**src/design/leb_pkg.sv**
```systemverilog
// ----------------------------------------------------------------------------
// Line edit buffer package
// Widths, character codes, result action codes and the command type that
// travels from the front end to the back end.
// ----------------------------------------------------------------------------
package leb_pkg;

	localparam int MAX_LINE = 64;
	localparam int ADDR_W   = $clog2(MAX_LINE);
	localparam int CNT_W    = $clog2(MAX_LINE + 1);

	localparam logic [7:0] CH_TAB   = 8'h09;
	localparam logic [7:0] CH_LF    = 8'h0A;
	localparam logic [7:0] CH_FF    = 8'h0C;
	localparam logic [7:0] CH_CR    = 8'h0D;
	localparam logic [7:0] CH_SP    = 8'h20;
	localparam logic [7:0] CH_TILDE = 8'h7E;

	localparam logic [2:0] ACT_ECHO    = 3'd0;
	localparam logic [2:0] ACT_ERASE   = 3'd1;
	localparam logic [2:0] ACT_BELL    = 3'd2;
	localparam logic [2:0] ACT_REFRESH = 3'd3;
	localparam logic [2:0] ACT_BYTE    = 3'd4;
	localparam logic [2:0] ACT_EMPTY   = 3'd5;

	localparam logic [1:0] CFG_ERASE  = 2'd0;
	localparam logic [1:0] CFG_KILL   = 2'd1;
	localparam logic [1:0] CFG_WERASE = 2'd2;
	localparam logic [1:0] CFG_LIMIT  = 2'd3;

	typedef enum logic [2:0] {
		OP_ERASE   = 3'd0,
		OP_KILL    = 3'd1,
		OP_WERASE  = 3'd2,
		OP_REFRESH = 3'd3,
		OP_EOL     = 3'd4,
		OP_PRINT   = 3'd5,
		OP_BELL    = 3'd6
	} op_t;

	typedef struct packed {
		op_t        op;
		logic [7:0] key;
	} cmd_t;

endpackage

```
**src/design/leb_ram.sv**
```systemverilog
// ----------------------------------------------------------------------------
// Generic RAM
// One write port and one read port with registered read data.
// ----------------------------------------------------------------------------
module leb_ram #(
	parameter int WIDTH = 8,
	parameter int DEPTH = 64
) (
	input  logic                     clk,
	input  logic                     we,
	input  logic [$clog2(DEPTH)-1:0] waddr,
	input  logic [WIDTH-1:0]         wdata,
	input  logic [$clog2(DEPTH)-1:0] raddr,
	output logic [WIDTH-1:0]         rdata
);

	logic [WIDTH-1:0] mem_q [DEPTH];

	always_ff @(posedge clk) begin
		if (we) begin
			mem_q[waddr] <= wdata;
		end
		rdata <= mem_q[raddr];
	end

endmodule

```
**src/design/leb_front.sv**
```systemverilog
// ----------------------------------------------------------------------------
// Line edit buffer front end
// Accepts typed bytes, classifies them against the control characters and
// holds the resulting command in one register stage.
// ----------------------------------------------------------------------------
module leb_front import leb_pkg::*; (
	input  logic       clk,
	input  logic       arst_n,
	input  logic       key_valid,
	output logic       key_ready,
	input  logic [7:0] key_byte,
	input  logic [7:0] erase_char,
	input  logic [7:0] kill_char,
	input  logic [7:0] word_erase_char,
	output logic       cmd_valid,
	input  logic       cmd_ready,
	output cmd_t       cmd
);

	logic vld_s1;
	cmd_t cmd_s1;
	op_t  op;

	always_comb begin
		if (key_byte == erase_char) begin
			op = OP_ERASE;
		end else if (key_byte == kill_char) begin
			op = OP_KILL;
		end else if (key_byte == word_erase_char) begin
			op = OP_WERASE;
		end else if (key_byte == CH_FF) begin
			op = OP_REFRESH;
		end else if (key_byte inside {CH_LF, CH_CR}) begin
			op = OP_EOL;
		end else if (key_byte inside {[CH_SP:CH_TILDE]}) begin
			op = OP_PRINT;
		end else begin
			op = OP_BELL;
		end
	end

	assign key_ready = !vld_s1 || cmd_ready;

	always_ff @(posedge clk or negedge arst_n) begin
		if (!arst_n) begin
			vld_s1 <= 1'b0;
		end else if (key_valid && key_ready) begin
			vld_s1 <= 1'b1;
		end else if (cmd_ready) begin
			vld_s1 <= 1'b0;
		end
	end

	always_ff @(posedge clk) begin
		if (key_valid && key_ready) begin
			cmd_s1.op  <= op;
			cmd_s1.key <= key_byte;
		end
	end

	assign cmd_valid = vld_s1;
	assign cmd       = cmd_s1;

endmodule

```
**src/design/leb_queue.sv**
```systemverilog
// ----------------------------------------------------------------------------
// Line edit buffer command queue
// Two-entry queue that decouples the front end from the back end.
// ----------------------------------------------------------------------------
module leb_queue import leb_pkg::*; (
	input  logic clk,
	input  logic arst_n,
	input  logic in_valid,
	output logic in_ready,
	input  cmd_t in_cmd,
	output logic out_valid,
	input  logic out_pop,
	output cmd_t out_cmd
);

	cmd_t       entry_q [2];
	logic       wr_ptr_q;
	logic       rd_ptr_q;
	logic [1:0] fill_q;
	logic       push;
	logic       pop;

	assign in_ready  = (fill_q != 2'd2);
	assign out_valid = (fill_q != 2'd0);
	assign out_cmd   = entry_q[rd_ptr_q];
	assign push      = in_valid && in_ready;
	assign pop       = out_pop && out_valid;

	always_ff @(posedge clk or negedge arst_n) begin
		if (!arst_n) begin
			wr_ptr_q <= 1'b0;
			rd_ptr_q <= 1'b0;
			fill_q   <= 2'd0;
		end else begin
			if (push) begin
				wr_ptr_q <= !wr_ptr_q;
			end
			if (pop) begin
				rd_ptr_q <= !rd_ptr_q;
			end
			if (push && !pop) begin
				fill_q <= fill_q + 2'd1;
			end else if (pop && !push) begin
				fill_q <= fill_q - 2'd1;
			end
		end
	end

	always_ff @(posedge clk) begin
		if (push) begin
			entry_q[wr_ptr_q] <= in_cmd;
		end
	end

endmodule

```
**src/design/leb_back.sv**
```systemverilog
// ----------------------------------------------------------------------------
// Line edit buffer back end
// Owns the line store and the character count, carries out the commands and
// drives the result register. Word erase and line emission walk the store.
// ----------------------------------------------------------------------------
module leb_back import leb_pkg::*; (
	input  logic             clk,
	input  logic             arst_n,
	input  logic             cmd_valid,
	input  cmd_t             cmd,
	output logic             cmd_pop,
	input  logic [CNT_W-1:0] line_limit,
	output logic             res_valid,
	input  logic             res_ready,
	output logic [2:0]       action,
	output logic [7:0]       out_byte,
	output logic [CNT_W-1:0] erase_count,
	output logic             last
);

	typedef enum logic [3:0] {
		BK_IDLE  = 4'b0001,
		BK_WCHK  = 4'b0010,
		BK_WDONE = 4'b0100,
		BK_EMIT  = 4'b1000
	} bk_state_t;

	bk_state_t state_q, state_d;
	logic [CNT_W-1:0] cnt_q, cnt_d;
	logic [CNT_W-1:0] n_q, n_d;
	logic [CNT_W-1:0] idx_q, idx_d;
	logic [CNT_W-1:0] len_q, len_d;
	logic             phase_q, phase_d;

	logic             res_valid_q;
	logic [2:0]       action_q;
	logic [7:0]       byte_q;
	logic [CNT_W-1:0] ecnt_q;
	logic             last_q;

	logic             load;
	logic [2:0]       ld_act;
	logic [7:0]       ld_byte;
	logic [CNT_W-1:0] ld_cnt;
	logic             ld_last;

	logic              we;
	logic [ADDR_W-1:0] raddr;
	logic [7:0]        rdata;

	logic [CNT_W-1:0] lim;
	logic [CNT_W-1:0] emit_len;
	logic [CNT_W-1:0] cnt_m1;
	logic [CNT_W-1:0] cnt_m2;
	logic [CNT_W-1:0] idx_p1;
	logic             out_free;
	logic             blank;

	assign lim      = (line_limit > CNT_W'(MAX_LINE)) ? CNT_W'(MAX_LINE) : line_limit;
	assign emit_len = (cnt_q < lim) ? cnt_q : lim;
	assign cnt_m1   = cnt_q - CNT_W'(1);
	assign cnt_m2   = cnt_q - CNT_W'(2);
	assign idx_p1   = idx_q + CNT_W'(1);
	assign out_free = !res_valid_q || res_ready;
	assign blank    = (rdata == CH_SP) || (rdata == CH_TAB);

	leb_ram #(
		.WIDTH (8),
		.DEPTH (MAX_LINE)
	) u_line_store (
		.clk   (clk),
		.we    (we),
		.waddr (cnt_q[ADDR_W-1:0]),
		.wdata (cmd.key),
		.raddr (raddr),
		.rdata (rdata)
	);

	always_comb begin
		state_d = state_q;
		cnt_d   = cnt_q;
		n_d     = n_q;
		idx_d   = idx_q;
		len_d   = len_q;
		phase_d = phase_q;
		cmd_pop = 1'b0;
		we      = 1'b0;
		raddr   = cnt_m1[ADDR_W-1:0];
		load    = 1'b0;
		ld_act  = ACT_BELL;
		ld_byte = 8'd0;
		ld_cnt  = '0;
		ld_last = 1'b1;
		case (state_q)
			BK_IDLE: begin
				if (cmd.op == OP_EOL) begin
					raddr = '0;
				end
				if (cmd_valid && out_free) begin
					cmd_pop = 1'b1;
					case (cmd.op)
						OP_ERASE: begin
							load = 1'b1;
							if (cnt_q != '0) begin
								cnt_d  = cnt_m1;
								ld_act = ACT_ERASE;
								ld_cnt = CNT_W'(1);
							end
						end
						OP_KILL: begin
							if (cnt_q != '0) begin
								load   = 1'b1;
								ld_act = ACT_ERASE;
								ld_cnt = cnt_q;
								cnt_d  = '0;
							end
						end
						OP_WERASE: begin
							if (cnt_q != '0) begin
								n_d     = '0;
								phase_d = 1'b1;
								state_d = BK_WCHK;
							end
						end
						OP_REFRESH: begin
							load   = 1'b1;
							ld_act = ACT_REFRESH;
						end
						OP_EOL: begin
							cnt_d = '0;
							if (emit_len == '0) begin
								load   = 1'b1;
								ld_act = ACT_EMPTY;
							end else begin
								len_d   = emit_len;
								idx_d   = '0;
								state_d = BK_EMIT;
							end
						end
						OP_PRINT: begin
							load = 1'b1;
							if (cnt_q < lim) begin
								we      = 1'b1;
								cnt_d   = cnt_q + CNT_W'(1);
								ld_act  = ACT_ECHO;
								ld_byte = cmd.key;
							end
						end
						default: begin
							load = 1'b1;
						end
					endcase
				end
			end
			BK_WCHK: begin
				raddr = cnt_m2[ADDR_W-1:0];
				if (phase_q && !blank || phase_q || !blank) begin
					cnt_d   = cnt_m1;
					n_d     = n_q + CNT_W'(1);
					phase_d = phase_q && blank;
					if (cnt_m1 == '0) begin
						state_d = BK_WDONE;
					end
				end else begin
					state_d = BK_WDONE;
				end
			end
			BK_WDONE: begin
				if (out_free) begin
					state_d = BK_IDLE;
					if (n_q != '0) begin
						load   = 1'b1;
						ld_act = ACT_ERASE;
						ld_cnt = n_q;
					end
				end
			end
			BK_EMIT: begin
				raddr = out_free ? idx_p1[ADDR_W-1:0] : idx_q[ADDR_W-1:0];
				if (out_free) begin
					load    = 1'b1;
					ld_act  = ACT_BYTE;
					ld_byte = rdata;
					ld_last = (idx_p1 == len_q);
					idx_d   = idx_p1;
					if (idx_p1 == len_q) begin
						state_d = BK_IDLE;
					end
				end
			end
			default: begin
				state_d = BK_IDLE;
			end
		endcase
	end

	always_ff @(posedge clk or negedge arst_n) begin
		if (!arst_n) begin
			state_q     <= BK_IDLE;
			cnt_q       <= '0;
			res_valid_q <= 1'b0;
		end else begin
			state_q <= state_d;
			cnt_q   <= cnt_d;
			if (load) begin
				res_valid_q <= 1'b1;
			end else if (res_ready) begin
				res_valid_q <= 1'b0;
			end
		end
	end

	always_ff @(posedge clk) begin
		n_q     <= n_d;
		idx_q   <= idx_d;
		len_q   <= len_d;
		phase_q <= phase_d;
		if (load) begin
			action_q <= ld_act;
			byte_q   <= ld_byte;
			ecnt_q   <= ld_cnt;
			last_q   <= ld_last;
		end
	end

	assign res_valid   = res_valid_q;
	assign action      = action_q;
	assign out_byte    = byte_q;
	assign erase_count = ecnt_q;
	assign last        = last_q;

endmodule

```
**src/design/line_edit_buffer.sv**
```systemverilog
// ----------------------------------------------------------------------------
// Line edit buffer
// Keeps an editable line of typed bytes and reports the display actions that
// each byte causes, emitting the stored line up to the line limit on LF or CR.
//
// Key bytes enter on the key channel (key_valid, key_ready, key_byte). Each
// key gives zero or more results on the result channel (res_valid, res_ready,
// action, out_byte, erase_count, last); last marks the final result of a key.
// Control characters and the line limit are set through cfg_we, cfg_index and
// cfg_data; the user is to write them only while the block is idle, which the
// block itself does not enforce. A key passes the front end register and the
// command queue to the back end, whose results wait in the result register.
// The back end takes a simple key while idle and the result register is free;
// word erase walks the line store back a character at a time and end of line
// emits the line byte by byte via the single read port, taking no new key.
// Reset empties the line and loads the default control characters; the line
// store itself is not cleared. When the receiver stalls, the result register
// holds and the two-entry command queue keeps taking keys until it fills.
// ----------------------------------------------------------------------------
module line_edit_buffer import leb_pkg::*; (
	input  logic             clk,
	input  logic             arst_n,
	input  logic             key_valid,
	output logic             key_ready,
	input  logic [7:0]       key_byte,
	input  logic             cfg_we,
	input  logic [1:0]       cfg_index,
	input  logic [7:0]       cfg_data,
	output logic             res_valid,
	input  logic             res_ready,
	output logic [2:0]       action,
	output logic [7:0]       out_byte,
	output logic [CNT_W-1:0] erase_count,
	output logic             last
);

	logic [7:0]       erase_q;
	logic [7:0]       kill_q;
	logic [7:0]       werase_q;
	logic [CNT_W-1:0] limit_q;

	logic fr_valid;
	logic fr_ready;
	cmd_t fr_cmd;
	logic q_valid;
	logic q_pop;
	cmd_t q_cmd;

	always_ff @(posedge clk or negedge arst_n) begin
		if (!arst_n) begin
			erase_q  <= 8'd8;
			kill_q   <= 8'd21;
			werase_q <= 8'd23;
			limit_q  <= CNT_W'(MAX_LINE);
		end else if (cfg_we) begin
			case (cfg_index)
				CFG_ERASE:  erase_q  <= cfg_data;
				CFG_KILL:   kill_q   <= cfg_data;
				CFG_WERASE: werase_q <= cfg_data;
				CFG_LIMIT:  limit_q  <= cfg_data[CNT_W-1:0];
				default: begin
				end
			endcase
		end
	end

	leb_front u_front (
		.clk             (clk),
		.arst_n          (arst_n),
		.key_valid       (key_valid),
		.key_ready       (key_ready),
		.key_byte        (key_byte),
		.erase_char      (erase_q),
		.kill_char       (kill_q),
		.word_erase_char (werase_q),
		.cmd_valid       (fr_valid),
		.cmd_ready       (fr_ready),
		.cmd             (fr_cmd)
	);

	leb_queue u_queue (
		.clk       (clk),
		.arst_n    (arst_n),
		.in_valid  (fr_valid),
		.in_ready  (fr_ready),
		.in_cmd    (fr_cmd),
		.out_valid (q_valid),
		.out_pop   (q_pop),
		.out_cmd   (q_cmd)
	);

	leb_back u_back (
		.clk         (clk),
		.arst_n      (arst_n),
		.cmd_valid   (q_valid),
		.cmd         (q_cmd),
		.cmd_pop     (q_pop),
		.line_limit  (limit_q),
		.res_valid   (res_valid),
		.res_ready   (res_ready),
		.action      (action),
		.out_byte    (out_byte),
		.erase_count (erase_count),
		.last        (last)
	);

endmodule

```
**config.mk**
```make
export PLATFORM = sky130hd
export DESIGN_NAME = line_edit_buffer
export DESIGN_NICKNAME = d
export VERILOG_FILES = /design/src/design/leb_pkg.sv /design/src/design/leb_ram.sv /design/src/design/leb_front.sv /design/src/design/leb_queue.sv /design/src/design/leb_back.sv /design/src/design/line_edit_buffer.sv
export SDC_FILE = /design/constraint.sdc
export NUM_CORES = 1
export LEC_CHECK = 0
export BUFFER_PORTS_ARGS = -buffer_cell sky130_fd_sc_hd__clkbuf_2
export CAP_MARGIN = 20
export CORE_MARGIN = 1.5
export CORE_UTILIZATION = 60
export CTS_CLUSTER_SIZE = 25
export DETAILED_ROUTE_END_ITERATION = 6
export GPL_TIMING_DRIVEN = 0
export PLACE_DENSITY = 0.77
export SKIP_CTS_REPAIR_TIMING = 1
export SYNTH_ARGS = -nofsm -noshare
export SYNTH_HDL_FRONTEND = slang
export SYNTH_SLANG_ARGS = --single-unit
export TNS_END_PERCENT = 10
```
**constraint.sdc**
```tcl
create_clock -name clk -period 7.1 [get_ports clk]
set_input_delay 0.355 -clock clk [delete_from_list [all_inputs] [get_ports clk]]
set_output_delay 0.355 -clock clk [all_outputs]
set_load 0.01 [all_outputs]
```
==> flow_results.xml <==
<?xml version="1.0" encoding="UTF-8"?>
<metrics>
  <group name="run_status">
    <metric name="run_status" unit="">finished with violations</metric>
    <metric name="violated_checks" unit="">DRC</metric>
  </group>
  <group name="critical_path">
    <metric name="timing.reg2reg.worst_path_depth" unit="">11</metric>
    <metric name="startpoint_type" unit="">register</metric>
    <metric name="crit_type" unit="">reg2reg</metric>
    <metric name="cp_cell_sequence" unit="">clkinv_1 -&gt; nand2_1 -&gt; ha_1 -&gt; a21o_1 -&gt; a21oi_1 -&gt; o21ai_0 -&gt; a21oi_2 -&gt; and2_1 -&gt; clkbuf_1 -&gt; nand3_1 -&gt; nor2_1</metric>
    <metric name="critical_path.n_buffers_inverters" unit="">2</metric>
    <metric name="setup.worst_path.end_class" unit="">register</metric>
    <metric name="r2r_setup_slack" unit="ns">2.50</metric>
    <metric name="critical-path-top-delay-family" unit="">simple AND/OR/NAND/NOR gates</metric>
    <metric name="timing.critical_path.slowest_stage_cell" unit="">sky130_fd_sc_hd__nor2_1</metric>
    <metric name="r2r-end" unit="">u_back.u_line_store.mem_q[51][2]$_DFFE_PP_</metric>
    <metric name="cp-startpoint" unit="">limit_q[6]$_DFFE_PN1P_</metric>
    <metric name="cp_required" unit="ns">7.32</metric>
    <metric name="crit_path_max_fanout" unit="">10</metric>
    <metric name="worst_setup_path_endpoint" unit="">u_back.u_line_store.mem_q[51][2]$_DFFE_PP_</metric>
    <metric name="worst_path_largest_cell_delay" unit="ns">0.91</metric>
    <metric name="rr_startpoint" unit="">limit_q[6]$_DFFE_PN1P_</metric>
    <metric name="crit_cells" unit="">11</metric>
    <metric name="worstPathArrival" unit="ns">4.82</metric>
  </group>
  <group name="timing">
    <metric name="final_hold_viol_count" unit="">0</metric>
    <metric name="timing.final.crit_share" unit="%">64.8</metric>
    <metric name="max_slew.worst_pin.slew" unit="ns">1.16</metric>
    <metric name="timing.clock.skew" unit="ns">0.0298</metric>
    <metric name="timing.final.ws_setup" unit="ns">2.50</metric>
    <metric name="clock.fmax" unit="GHz">0.217</metric>
    <metric name="period_minus_slack" unit="ns">4.60</metric>
    <metric name="setup-tns-final" unit="ns">0</metric>
    <metric name="maxSlewHeadroom" unit="%">22.1</metric>
    <metric name="rsz_0062_raised_after_global_routing" unit="">no</metric>
    <metric name="final_max_slew_viol_count" unit="">0</metric>
    <metric name="finalSetupViolCount" unit="">0</metric>
  </group>
  <group name="placed_design">
    <metric name="dpl-instance-area" unit="mm²">0.0282</metric>
    <metric name="dp_slack" unit="ns">2.68</metric>
    <metric name="numPortBuffers" unit="">43</metric>
    <metric name="detailedPlacementHpwl" unit="µm">48400</metric>
    <metric name="gpl.final_weighted_congestion" unit="">0.938</metric>
  </group>
  <group name="global_route">
    <metric name="grt_pass1_vias" unit="">17800</metric>
    <metric name="number_of_antenna_violations_at_the_first_check_in_global_routing" unit="">1</metric>
    <metric name="grt_use_total" unit="%">31.2</metric>
    <metric name="grt_start_max_net_pins" unit="">66</metric>
    <metric name="grt_pass1_wl" unit="µm">108000</metric>
    <metric name="remaining_overflow_grt" unit="">0</metric>
  </group>
  <group name="floorplanning">
    <metric name="die_y" unit="µm">216</metric>
    <metric name="starting_utilization_of_the_core_area" unit="%">61.0</metric>
    <metric name="die_outline_width" unit="µm">216</metric>
    <metric name="dieArea" unit="mm²">0.0464</metric>
    <metric name="ioPinCount" unit="">44</metric>
    <metric name="core.rowCount" unit="">77</metric>
    <metric name="core_area" unit="mm²">0.0444</metric>
  </group>
  <group name="drt">
    <metric name="detailroute.via_count" unit="">18300</metric>
    <metric name="vias_per_cell" unit="">6.39</metric>
    <metric name="wl_per_cell" unit="µm">25.2</metric>
    <metric name="route.final.wire_length" unit="µm">71900</metric>
    <metric name="firstDrtPassIters" unit="">7</metric>
    <metric name="drcViolationCount" unit="">1</metric>
    <metric name="final_antenna_net_count" unit="">0</metric>
    <metric name="drt-initial-drc-count" unit="">2547</metric>
  </group>
  <group name="yosys">
    <metric name="synthArstFlopShare" unit="%">7.48</metric>
    <metric name="ys.warnings.count" unit="">0</metric>
    <metric name="synth_sequential_area_ratio" unit="%">70.0</metric>
    <metric name="synth_area_leaders" unit="">sky130_fd_sc_hd__edfxtp_1, sky130_fd_sc_hd__nand2_1, sky130_fd_sc_hd__dfrtp_1</metric>
    <metric name="syn_inst" unit="">2085</metric>
    <metric name="yosys_register_bits" unit="">642</metric>
    <metric name="synth_flop_cell" unit="">sky130_fd_sc_hd__edfxtp_1</metric>
    <metric name="synth_enable_flop_cells" unit="">586</metric>
    <metric name="synth.top_cells.by_count" unit="">sky130_fd_sc_hd__edfxtp_1, sky130_fd_sc_hd__nand2_1, sky130_fd_sc_hd__nand3_1, sky130_fd_sc_hd__nor2_1, sky130_fd_sc_hd__mux2i_1</metric>
    <metric name="mappedNetlistArea" unit="mm²">0.0271</metric>
    <metric name="post_synth_num_cell_types" unit="">79</metric>
    <metric name="syn_avg_cell_area" unit="µm²">13.0</metric>
    <metric name="synth_nets" unit="">2126</metric>
    <metric name="synth_top_area_share" unit="%">64.9</metric>
    <metric name="yosys.cell_count.top_type" unit="">sky130_fd_sc_hd__edfxtp_1</metric>
    <metric name="yosys.area.top_type" unit="">sky130_fd_sc_hd__edfxtp_1</metric>
  </group>
  <group name="cells_and_area">
    <metric name="ant_cells" unit="">0</metric>
    <metric name="finish.instance_area" unit="mm²">0.0304</metric>
    <metric name="area_delta_synth_final" unit="%">12.1</metric>
    <metric name="proportion_of_layout_cells_with_a_drive_suffix_above_1" unit="%">13.0</metric>
    <metric name="finalCoreUtilization" unit="%">68.4</metric>
    <metric name="nets" unit="">2259</metric>
  </group>
  <group name="clock_tree">
    <metric name="clkSinkCount" unit="">642</metric>
    <metric name="cts_buffer_depth" unit="">3</metric>
    <metric name="cts_clock_pin_slew_for_the_worst_setup_and_hold_paths" unit="ns">0.06</metric>
    <metric name="cts_tree" unit="">done</metric>
    <metric name="clock_tree.root_cell" unit="">sky130_fd_sc_hd__clkbuf_16</metric>
    <metric name="numCtsBuffers" unit="">66</metric>
    <metric name="clk-insertion-delay-late" unit="ns">0.61</metric>
    <metric name="ctsHtreeMaxLevel" unit="">3</metric>
  </group>
  <group name="flow_run">
    <metric name="maxCapViolCount" unit="">0</metric>
  </group>
  <group name="worst_hold_path">
    <metric name="hp-class" unit="">in2reg</metric>
  </group>
</metrics>
routing by layer:
layer  wire length (µm)  up-vias  track usage, %
met5                 16        -               0
met4               3710        2            15.6
met3               7800      215            6.29
met2              33900     1151            49.6
met1              26500     8925            41.4
li1                   -     7974               -
sequential cells by signal, indices dropped and copies added (netlist names), 8 cells and up:
| name | flops |
|---|---|
| u_back.u_line_store.rdata | 8 |
| u_back.u_line_store.mem_q | 512 |
| erase_q | 8 |
| werase_q | 8 |
| u_queue.entry_q | 22 |
| u_back.out_byte | 8 |
| kill_q | 8 |
| u_front.cmd | 11 |
cells in the final DEF, fill, tap and decap left out, types with 8 or more instances in the layout:
master	instances
sky130_fd_sc_hd__a22o_1	17
sky130_fd_sc_hd__a32oi_1	33
sky130_fd_sc_hd__buf_4	11
sky130_fd_sc_hd__a31oi_1	37
sky130_fd_sc_hd__buf_2	50
sky130_fd_sc_hd__a21oi_1	42
sky130_fd_sc_hd__nand3_1	157
sky130_fd_sc_hd__mux2_2	45
sky130_fd_sc_hd__and3_1	33
sky130_fd_sc_hd__o21ai_0	28
sky130_fd_sc_hd__xor2_1	41
sky130_fd_sc_hd__mux2i_1	50
sky130_fd_sc_hd__dfstp_2	10
sky130_fd_sc_hd__clkinv_1	10
sky130_fd_sc_hd__clkinv_2	8
sky130_fd_sc_hd__buf_1	12
sky130_fd_sc_hd__clkbuf_16	69
sky130_fd_sc_hd__nor2_1	113
sky130_fd_sc_hd__dfrtp_1	38
sky130_fd_sc_hd__nor4_1	15
sky130_fd_sc_hd__nor3_1	19
sky130_fd_sc_hd__nand2_1	482
sky130_fd_sc_hd__inv_1	12
sky130_fd_sc_hd__edfxtp_1	586
sky130_fd_sc_hd__dfxtp_1	8
sky130_fd_sc_hd__or2_2	8
sky130_fd_sc_hd__clkbuf_1	65
sky130_fd_sc_hd__nand4_1	16
sky130_fd_sc_hd__xnor2_1	14
sky130_fd_sc_hd__dlygate4sd3_1	10
sky130_fd_sc_hd__a311oi_1	16
sky130_fd_sc_hd__ha_1	18
sky130_fd_sc_hd__clkbuf_2	43
stage by stage:
stage | hold WS, ns | std cells
final | 0.0182 | 2857
after global routing | 0.0174 | 2857
after floorplan | 0.0594 | 2085
after detailed placement | 0.273 | 2728
after global placement | 0.429 | 2720
after CTS | -0.361 | 2843
cell type report:
class | instances | area (µm²)
Buffer | 122 | 588
Multi-Input combinational cell | 1308 | 7490
Clock buffer | 86 | 1790
Tap cell | 592 | 741
Clock inverter | 29 | 215
Inverter | 13 | 48.8
Fill cell | 3027 | 14000
Timing Repair Buffer | 65 | 526
Sequential cell | 642 | 19000
worst min-delay path by stage:
stage / start / end / slack [ns] / cells after the start
after floorplan: arst_n / erase_q[0]$_DFFE_PN0P_ / 0.06 / 0
after global placement: u_front.cmd[0]$_DFFE_PP_ / u_queue.entry_q[0][0]$_DFFE_PP_ / 0.43 / 0
after detailed placement: arst_n / werase_q[5]$_DFFE_PN0P_ / 0.27 / 1
after CTS: arst_n / u_front.cmd_valid$_DFFE_PN0P_ / -0.36 / 1
after global routing: cfg_data[7] / erase_q[7]$_DFFE_PN0P_ / 0.02 / 2
final: cfg_data[7] / erase_q[7]$_DFFE_PN0P_ / 0.02 / 2
kinds of logic after synthesis:
| kind of cell | synth area share (%) |
|---|---|
| buf+inv | 2.35 |
| xor+xnor | 1.78 |
| compound gates | 6.43 |
| flops | 70.0 |
| simple gates | 14.9 |
| fa+ha+maj | 0.831 |
| mux | 3.72 |
Power is not shown: default switching activity piles up to over one toggle a cycle in this logic, so the estimate is an artifact.
